--- src/rtl/bba_pkg.sv ---
// ----------------------------------------------------------------------------
// bba_pkg
// Types, sizes and codes shared by the bitmap block allocator modules.
// ----------------------------------------------------------------------------
package bba_pkg;

    localparam int WORD_BITS  = 32;
    localparam int INIT_WORDS = 32;
    localparam int MAX_WORDS  = 1024;

    localparam int BIT_IDX_W  = $clog2(WORD_BITS);
    localparam int WORD_IDX_W = $clog2(MAX_WORDS);
    localparam int ACT_W      = $clog2(MAX_WORDS + 1);

    // Fixed field widths of the command and result words
    localparam int BLK_W  = 15;
    localparam int CAP_W  = 16;
    localparam int STAT_W = 2;

    localparam logic CMD_ALLOC = 1'b0;
    localparam logic CMD_FREE  = 1'b1;

    localparam logic [STAT_W-1:0] STATUS_OK    = 2'd0;
    localparam logic [STAT_W-1:0] STATUS_FULL  = 2'd1;
    localparam logic [STAT_W-1:0] STATUS_DUP   = 2'd2;
    localparam logic [STAT_W-1:0] STATUS_RANGE = 2'd3;

    localparam logic [BLK_W-1:0] COUNT_MAX = {BLK_W{1'b1}};

    typedef logic [WORD_BITS-1:0] t_word;

    typedef struct packed {
        logic             cmd;
        logic [BLK_W-1:0] block_to_free;
    } t_in_item;

    typedef struct packed {
        logic [BLK_W-1:0]  block_number;
        logic [STAT_W-1:0] status;
        logic [CAP_W-1:0]  high_water_blocks;
        logic [BLK_W-1:0]  free_count;
        logic [CAP_W-1:0]  capacity_blocks;
    } t_out_item;

    // Bitmap memory access: one address, a read or a write per cycle
    typedef struct packed {
        logic                  rd;
        logic                  wr;
        logic [WORD_IDX_W-1:0] addr;
        t_word                 wdata;
    } t_mem_req;

    // Index of the lowest set bit; zero for an empty word
    function automatic logic [BIT_IDX_W-1:0] lowest_set(input t_word w);
        logic [BIT_IDX_W-1:0] idx;
        idx = '0;
        for (int i = WORD_BITS - 1; i >= 0; i--) begin
            if (w[i]) begin
                idx = BIT_IDX_W'(i);
            end
        end
        return idx;
    endfunction

endpackage

--- src/rtl/bba_ctrl.sv ---
// ----------------------------------------------------------------------------
// bba_ctrl
// Command sequencer: clearing pass, first-fit scan, range growth and free.
// ----------------------------------------------------------------------------
module bba_ctrl
    import bba_pkg::*;
(
    input  logic      i_clk,
    input  logic      i_rst_n,
    input  logic      i_start,
    input  t_in_item  i_item,
    output logic      o_busy,
    output logic      o_strobe,
    output t_out_item o_result,
    output t_mem_req  o_mem_req,
    input  t_word     i_rdata
);

    localparam logic [2:0] ST_CLEAR   = 3'd0;
    localparam logic [2:0] ST_IDLE    = 3'd1;
    localparam logic [2:0] ST_A_ISSUE = 3'd2;
    localparam logic [2:0] ST_A_CHECK = 3'd3;
    localparam logic [2:0] ST_F_CHECK = 3'd4;

    logic [2:0]            r_state,   n_state;
    logic [WORD_IDX_W-1:0] r_clr_idx, n_clr_idx;
    logic [BLK_W-1:0]      r_hint,    n_hint;
    logic [ACT_W-1:0]      r_active,  n_active;
    logic [CAP_W-1:0]      r_hw,      n_hw;
    logic [BLK_W-1:0]      r_cnt,     n_cnt;
    logic [ACT_W-1:0]      r_word,    n_word;
    logic [BLK_W-1:0]      r_blk,     n_blk;
    logic                  r_strobe,  n_strobe;
    logic [BLK_W-1:0]      r_res_blk, n_res_blk;
    logic [STAT_W-1:0]     r_status,  n_status;

    logic [CAP_W-1:0]     cap;
    logic [BIT_IDX_W-1:0] ffs_idx;
    logic [BLK_W-1:0]     take_blk;
    logic [CAP_W-1:0]     take_next;
    logic [BIT_IDX_W-1:0] free_bit;
    t_mem_req             req;

    assign cap       = CAP_W'(r_active) << BIT_IDX_W;
    assign ffs_idx   = lowest_set(i_rdata);
    assign take_blk  = BLK_W'({r_word[WORD_IDX_W-1:0], ffs_idx});
    assign take_next = CAP_W'(take_blk) + CAP_W'(1);
    assign free_bit  = r_blk[BIT_IDX_W-1:0];

    always_comb begin
        n_state   = r_state;
        n_clr_idx = r_clr_idx;
        n_hint    = r_hint;
        n_active  = r_active;
        n_hw      = r_hw;
        n_cnt     = r_cnt;
        n_word    = r_word;
        n_blk     = r_blk;
        n_strobe  = 1'b0;
        n_res_blk = r_res_blk;
        n_status  = r_status;
        req       = '0;

        case (r_state)
            ST_CLEAR: begin
                // Block zero stays reserved
                req.wr    = 1'b1;
                req.addr  = r_clr_idx;
                req.wdata = (r_clr_idx == '0) ? ~t_word'(1) : '1;
                n_clr_idx = r_clr_idx + WORD_IDX_W'(1);
                if (r_clr_idx == WORD_IDX_W'(MAX_WORDS - 1)) begin
                    n_state = ST_IDLE;
                end
            end
            ST_IDLE: begin
                if (i_start) begin
                    n_res_blk = '0;
                    if (i_item.cmd == CMD_ALLOC) begin
                        n_word  = ACT_W'(r_hint[BLK_W-1:BIT_IDX_W]);
                        n_state = ST_A_ISSUE;
                    end else if (i_item.block_to_free == '0 ||
                                 CAP_W'(i_item.block_to_free) >= cap) begin
                        n_strobe = 1'b1;
                        n_status = STATUS_RANGE;
                    end else begin
                        req.rd  = 1'b1;
                        req.addr = i_item.block_to_free[BLK_W-1:BIT_IDX_W];
                        n_blk   = i_item.block_to_free;
                        n_state = ST_F_CHECK;
                    end
                end
            end
            ST_A_ISSUE: begin
                if (r_word < r_active) begin
                    req.rd   = 1'b1;
                    req.addr = r_word[WORD_IDX_W-1:0];
                    n_state  = ST_A_CHECK;
                end else if (r_active >= ACT_W'(MAX_WORDS)) begin
                    n_strobe  = 1'b1;
                    n_res_blk = '0;
                    n_status  = STATUS_FULL;
                    n_state   = ST_IDLE;
                end else begin
                    // Grow the range; words above it were never touched and
                    // still hold all ones from the clearing pass
                    if (r_active >= ACT_W'(MAX_WORDS / 2)) begin
                        n_active = ACT_W'(MAX_WORDS);
                    end else begin
                        n_active = r_active << 1;
                    end
                    n_hint = BLK_W'(cap);
                    n_word = r_active;
                end
            end
            ST_A_CHECK: begin
                if (i_rdata != '0) begin
                    req.wr    = 1'b1;
                    req.addr  = r_word[WORD_IDX_W-1:0];
                    req.wdata = i_rdata & ~(t_word'(1) << ffs_idx);
                    n_hint    = take_next[BLK_W-1:0];
                    if (r_hw < take_next) begin
                        n_hw = take_next;
                    end
                    if (r_cnt != '0) begin
                        n_cnt = r_cnt - BLK_W'(1);
                    end
                    n_strobe  = 1'b1;
                    n_res_blk = take_blk;
                    n_status  = STATUS_OK;
                    n_state   = ST_IDLE;
                end else begin
                    n_word  = r_word + ACT_W'(1);
                    n_state = ST_A_ISSUE;
                end
            end
            ST_F_CHECK: begin
                n_strobe = 1'b1;
                n_state  = ST_IDLE;
                if (i_rdata[free_bit]) begin
                    n_status = STATUS_DUP;
                end else begin
                    req.wr    = 1'b1;
                    req.addr  = r_blk[BLK_W-1:BIT_IDX_W];
                    req.wdata = i_rdata | (t_word'(1) << free_bit);
                    if (r_hint > r_blk) begin
                        n_hint = r_blk;
                    end
                    if (r_cnt != COUNT_MAX) begin
                        n_cnt = r_cnt + BLK_W'(1);
                    end
                    n_status = STATUS_OK;
                end
            end
            default: begin
                n_state = ST_IDLE;
            end
        endcase
    end

    always_ff @(posedge i_clk) begin
        if (!i_rst_n) begin
            r_state   <= ST_CLEAR;
            r_clr_idx <= '0;
            r_hint    <= '0;
            r_active  <= ACT_W'(INIT_WORDS);
            r_hw      <= '0;
            r_cnt     <= '0;
            r_strobe  <= 1'b0;
        end else begin
            r_state   <= n_state;
            r_clr_idx <= n_clr_idx;
            r_hint    <= n_hint;
            r_active  <= n_active;
            r_hw      <= n_hw;
            r_cnt     <= n_cnt;
            r_strobe  <= n_strobe;
        end
    end

    always_ff @(posedge i_clk) begin
        r_word    <= n_word;
        r_blk     <= n_blk;
        r_res_blk <= n_res_blk;
        r_status  <= n_status;
    end

    assign o_mem_req = req;
    assign o_busy    = (r_state != ST_IDLE);
    assign o_strobe  = r_strobe;

    // State after the command that raised the strobe
    assign o_result.block_number      = r_res_blk;
    assign o_result.status            = r_status;
    assign o_result.high_water_blocks = r_hw;
    assign o_result.free_count        = r_cnt;
    assign o_result.capacity_blocks   = cap;

`ifndef SYNTHESIS
    a_mem_one_access: assert property (@(posedge i_clk) disable iff (!i_rst_n)
        !(req.rd && req.wr))
        else $error("bitmap read and write in the same cycle");

    a_strobe_idle: assert property (@(posedge i_clk) disable iff (!i_rst_n)
        r_strobe |-> (r_state == ST_IDLE))
        else $error("result shown while a command is still running");

    a_active_bound: assert property (@(posedge i_clk) disable iff (!i_rst_n)
        (r_active <= ACT_W'(MAX_WORDS)) && (r_active >= ACT_W'(INIT_WORDS)))
        else $error("active range out of bounds");

    a_accept_moves: assert property (@(posedge i_clk) disable iff (!i_rst_n)
        (i_start && r_state == ST_IDLE) |=> (r_state != ST_IDLE) || r_strobe)
        else $error("accepted command neither started nor answered");

    a_range_grows: assert property (@(posedge i_clk) disable iff (!i_rst_n)
        (r_state != ST_CLEAR) |=> (r_active >= $past(r_active)))
        else $error("active range shrank");
`endif

endmodule

--- config.mk ---
export PLATFORM = sky130hd
export DESIGN_NAME = bba_ctrl
export DESIGN_NICKNAME = d
export VERILOG_FILES = /design/src/rtl/bba_pkg.sv /design/src/rtl/bba_ctrl.sv
export SDC_FILE = /design/constraint.sdc
export NUM_CORES = 1
export LEC_CHECK = 0
export ABC_AREA = 1
export BUFFER_PORTS_ARGS = -buffer_cell sky130_fd_sc_hd__buf_2
export CAP_MARGIN = 15
export CORE_MARGIN = 3
export CORE_UTILIZATION = 40
export DETAILED_ROUTE_END_ITERATION = 6
export GPL_TIMING_DRIVEN = 0
export HOLD_SLACK_MARGIN = 0.12
export PLACE_DENSITY_LB_ADDON = 0.05
export SLEW_MARGIN = 0
export SYNTH_ARGS = -nofsm -noshare
export SYNTH_HDL_FRONTEND = slang
export SYNTH_SLANG_ARGS = --single-unit
--- constraint.sdc ---
create_clock -name i_clk -period 6.9 [get_ports i_clk]
set_clock_uncertainty 0.1 [all_clocks]
set_input_delay 1.725 -clock i_clk [delete_from_list [all_inputs] [get_ports i_clk]]
set_output_delay 1.725 -clock i_clk [all_outputs]
set_load 0.005 [all_outputs]
* Word level (Yosys, flattened, before mapping)
Cells that the tools add are included.
** Operators by class
- Add/subtract/negate cells :: 5
- Order comparisons :: 7
- Eq/ne operators :: 23
- Shift operators :: 2
- Muxes and demuxes :: 95
- Bitwise gates (word level) :: 6
- Reductions and logical operators :: 19
** Operator list (count)
- 15-bit 2-to-1 mux :: 13
- 5-bit 2-to-1 mux :: 32
- 32-bit one-hot mux with 3 select lines :: 1
- 15-bit one-hot mux with 3 select lines :: 2
- 43-bit 2-to-1 mux :: 2
- 11-bit 2-to-1 mux :: 6
- 1-bit by 5-bit left shift with 32-bit output (first input constant) :: 2
- 10-bit one-hot mux with 5 select lines :: 1
- 10-bit 2-to-1 mux :: 4
- 11-bit one-hot mux with 3 select lines :: 1
- 32-bit bitwise AND :: 1
- 32-bit inverter :: 1
- 32-bit bitwise OR :: 1
- 32-bit nonzero test :: 1
- 15-bit one-hot mux with 2 select lines :: 1
- 2-bit inequality test (second input constant) :: 14
- 3-bit 2-to-1 mux :: 6
- 15-bit by 1-bit adder with 16-bit output (second input constant) :: 1
- 15-bit by 16-bit greater-or-equal comparator with 1-bit output :: 1
- 16-bit < comparator :: 1
- 2-bit 2-to-1 mux :: 8
- 15-bit by 1-bit adder with 15-bit output (second input constant) :: 1
- 15-bit > comparator :: 1
- 15-bit zero test :: 1
- other kinds (34) :: 54
** Storage, ports and cells
- Register bits :: 114
- Input port bits :: 51
- Output and inout port bits :: 110
- Logic and storage cells :: 168

* Logic depth before layout (Yosys ltp)
- Depth in word-level cells :: 37
- Depth in mapped cells :: 52
- Gate-level depth less buffers :: 51

* Worst setup path after synthesis
OpenSTA, ideal clock, no wires.
- Path kind :: in2out
- From :: in i_rdata[30]
- To :: out o_mem_req[5] (netlist name)
- Arrival :: 3.982 ns
- Data required time :: 5.075 ns
- Slack :: 1.093 ns
- Stages :: 39
- Buffers on the path :: 0
- Cells stage by stage :: inv_2 nand2_1 nand2_1 nand2_1 nand2_1 nand2_1 nand2_1 nand2_1 nand2_1 nand2_1 nand2_1 nand2_1 nand2_1 nand2_1 nand2_1 nand2_1 nand2_1 nand2_1 (+3 left out) nand2_1 nand2_1 nand2_1 nand2_1 nand2_1 nand2_1 nand2_1 nand2_1 nand2_1 nand2_2 nand2_4 inv_2 ha_1 inv_1 nor3_1 a21oi_1 a22oi_1 nand2_1
** RTL lines
- start: declaration :: RTL line bba_ctrl.sv:16 : input t_word i_rdata
- end: declaration :: RTL line bba_ctrl.sv:15 : output t_mem_req o_mem_req,

==> impl_results.md <==
* Status: completed
* Routed len/inst at between 20 and 25 um
* # rows at 52
* Leading area contributor after synthesis: dfxtp_1
* # fillers at between 2,000 and 2,500
* Synthesized instance count at 1,173
* # diodes at 0
* FF-to-FF Start: r_blk[0]$_DFFE_PP_
* Synth top area cells: dfxtp_1 (16%), edfxtp_1 (15%), ha_1 (9.2%), nand2_1 (8.4%), inv_1 (6.9%)
* Final Hold Vio Count at 0
* CTS Sinks at 109
* Reg2reg setup slack at 2.71 ns
* CTS buffer count at 9
* Worst slew pin tran at approximately 1.1 ns
* Worst-path fanout max at 5
* IO Count at about 160
* Die X at around 150 um
* Power Internal at 0.999 mW
* Async set-reset flop share out of synthesis at 0
* Root buf cell: clkbuf_16
* Share of cells above drive strength 1 at 0.168
* Bufs on Longest Clock Path at 2
* Dpl hpwl at around 26,000 um
* Leak pwr at about 4.3 nW
* Die Y at 150 um
* Register area share after synthesis at 0.314
* Syn. warnings at 0
* Placer Congestion at a little under 1
* Critical Path RT at around 5.1 ns
* CTS tree: yes
* Initial antenna violation count at 0
* GRT overflow at 0
* Crit-path leading delay family: simple AND/OR/NAND/NOR gates
* Logic pwr share at 0.088
* Post-Place Worst Slack at ~0.065 ns
* Placed insts at approximately 1,600
* Hold path depth at 2
* Synth top cells by count: nand2_1 (187), inv_1 (154), nor2_1 (127)
* DRT Wirelength at 32,500 um
* Instance count on the critical path at 41
* Min cycle time layout at between 6 and 7 ns
* Most numerous cell in the Yosys netlist: nand2_1
* First-pass GRT wire length at slightly below 50,000 um
* DR vias/cell at between 5 and 6
* Reg2reg path depth at 16
* FF+latch count, synth at approximately 110
* Crit path DAT at roughly 4.8 ns
* VDD IR max at approximately 120 uV
* Syn_area_per_cell at approximately 7.1 um2
* Insertion delay to the later sink of the worst-skew pair at around 0.36 ns
* Fmax achieved at about 150 MHz
* Vias in the first global route at about 8,300
* Final WS setup at about 0.33 ns
* Crit-path most repeated cell: nand2_1
* Vias at 9,110
* Starting Density at 0.409
* Fin. max-slew vios at 0
* Die area at ~23,000 um2
* Crit. End Element: primary output
* Final Total Pwr at about 1.3 mW
* Hold EP: r_clr_idx[6]$_SDFFE_PN0N_
* Final #Nets at 1,463
* Startpoint Class: primary input
* Pin count of the biggest net entering global routing at 25
* DRT Pass-1 Iters at 5
* Yosys top cell area share at 0.159
* Area Overhead vs Synth at 19.0%
* Power Dens Cells at 134 nW/um2
* Sequential share of power at 0.501
* Library cells used by synthesis at 53
* Worst hold path startpoint: r_clr_idx[6]$_SDFFE_PN0N_
* Cell Area, Synth at 8330 um2
* Most used DFF post-synth: dfxtp_1
* Hold crit path type: reg2reg
* Hold-fix buffers at CTS at 0
* Residual DRC at 0
* Slowest cell delay on critical path at about 0.24 ns
* Setup TNS at 0 ns
* EDFF count, synth at 43
* R2r endpoint: r_hint[1]$_SDFFE_PN0P_
* Slew margin rel. at 0.244
* DRT antenna net count at 0
* Non-Filler Instances at roughly 1,600
* Slowest cell on the critical path: a22oi_2
* Critical path class: in2out
* # port buffers at about 150
* Tcrit/Tclk final at 0.952
* All-Layer GR Usage at 0.284
* Core ar. at 20,400 um2
* MaxCap Viol Count at 0
* Worst-path clk slew at around 0.07 ns
* Initial DRC count at 703
* Clock power frac at 0.411
* Switch Pwr at 0.331 mW
* H-tree depth at 3
* Sw Share at 0.249
* Worst path bufs/invs at 5
* Final setup vio count at 0
==> what timing repair did <==
action,4_1_cts,5_1_grt
buffers inserted,0,3
gates resized for setup,0,24
endpoints found under the setup margin,0,19
==> sequential cells by signal, summed over array words and instances, names as in the netlist <==
register,flops
r_clr_idx,10
r_active,6
r_blk,15
r_hw,16
r_status,2
r_word,11
r_hint,15
o_strobe,1
r_cnt,15
r_res_blk,15
r_state,3
==> kinds of logic (layout without fill, tap and decap cells) <==
| family | count (synthesis) | in the layout | synth area share |
|---|---|---|---|
| fa+ha+maj | 62 | 62 | 0.0940 |
| xor+xnor | 20 | 20 | 0.0210 |
| buf+inv | 220 | 393 | 0.108 |
| flops | 109 | 109 | 0.314 |
| other cells | 1 | 10 | 0.000450 |
| simple gates | 461 | 461 | 0.240 |
| compound gates | 300 | 300 | 0.223 |
==> tightest hold or removal path: cells and delay by family (launching register included) <==
family | cells | cell delay, ns
flip-flops | 1 | 0.35
AND/OR/NAND/NOR | 1 | 0.07
AO/OA/AOI/OAI | 1 | 0.05
==> power by group through the flow <==
| stage | logic, mW | clock network (mW) | registers (mW) |
|---|---|---|---|
| 5_1_grt | 0.129 | 0.573 | 0.667 |
| 3_3_place_gp | 0.111 | 0 | 0.682 |
| 6_report | 0.117 | 0.546 | 0.667 |
| 2_1_floorplan | 0.0585 | 0 | 0.682 |
| 4_1_cts | 0.110 | 0.547 | 0.667 |
| 3_5_place_dp | 0.110 | 0 | 0.682 |
==> worst max-delay path by stage <==
| stage | start | to | slack [ns] |
|---|---|---|---|
| 2_1_floorplan | i_rdata[30] | o_mem_req[5] | 1.09 |
| 3_3_place_gp | i_rdata[30] | o_mem_req[29] | 0.04 |
| 3_5_place_dp | i_rdata[30] | o_mem_req[13] | 0.07 |
| 4_1_cts | i_rdata[30] | o_mem_req[13] | 0.06 |
| 5_1_grt | i_rdata[30] | o_mem_req[21] | -0.03 |
| 6_report | i_rdata[30] | o_mem_req[21] | 0.33 |
==> metal layers <==
metal,track usage,share of wire,up-vias,wire length [um]
met5,0,0,-,0
met4,0.129,0.046,0,1510
met3,0.0376,0.070,88,2270
met2,0.460,0.46,389,14900
met1,0.377,0.43,4205,13800
li1,-,-,4428,-
==> cell usage in the layout (no fill, tap or decap), types with 3 or more instances in the layout <==
cell type    n
buf_2      151
o221ai_1    17
ha_1        58
a211oi_1    11
nand2_2      5
nand3_1     85
a21oi_2     10
clkbuf_1    45
inv_1      152
o21ai_1      7
conb_1      10
nor4_1       9
dfxtp_1     66
xor2_1      13
nand2_1    185
inv_2        6
a31oi_1     10
o211ai_1    30
o2111ai_1    4
buf_4       18
xnor2_1      7
nor2_2       3
nor2_1     125
nor3_1      18
or2_1        3
a221oi_1    15
a21oi_1     83
o21ai_0     82
nand4_1     15
clkbuf_16   11
o22ai_1     16
edfxtp_1    43
==> metrics by stage <==
stage | area [um2] | util | hold slack (ns)
floorplan | 8370 | - | 0.358
global placement | 9450 | 0.464 | 0.391
detailed placement | 9490 | 0.466 | 0.390
CTS | 9790 | 0.481 | 0.403
global route | 9920 | 0.487 | 0.433
finish | 9920 | 0.487 | 0.401
==> layout make-up <==
type,count,area (um2),share of cell area
Buffer,59,289,0.0291
Inverter,161,612,0.0617
Clock buffer,14,287,0.0289
Multi-Input combinational cell,853,4950,0.499
Sequential cell,109,2610,0.263
Tap cell,270,338,0.0341
Clock inverter,2,13.8,0.00139
Timing Repair Buffer,157,813,0.0820
No activity file was read; power rests on OpenSTA's default activity.
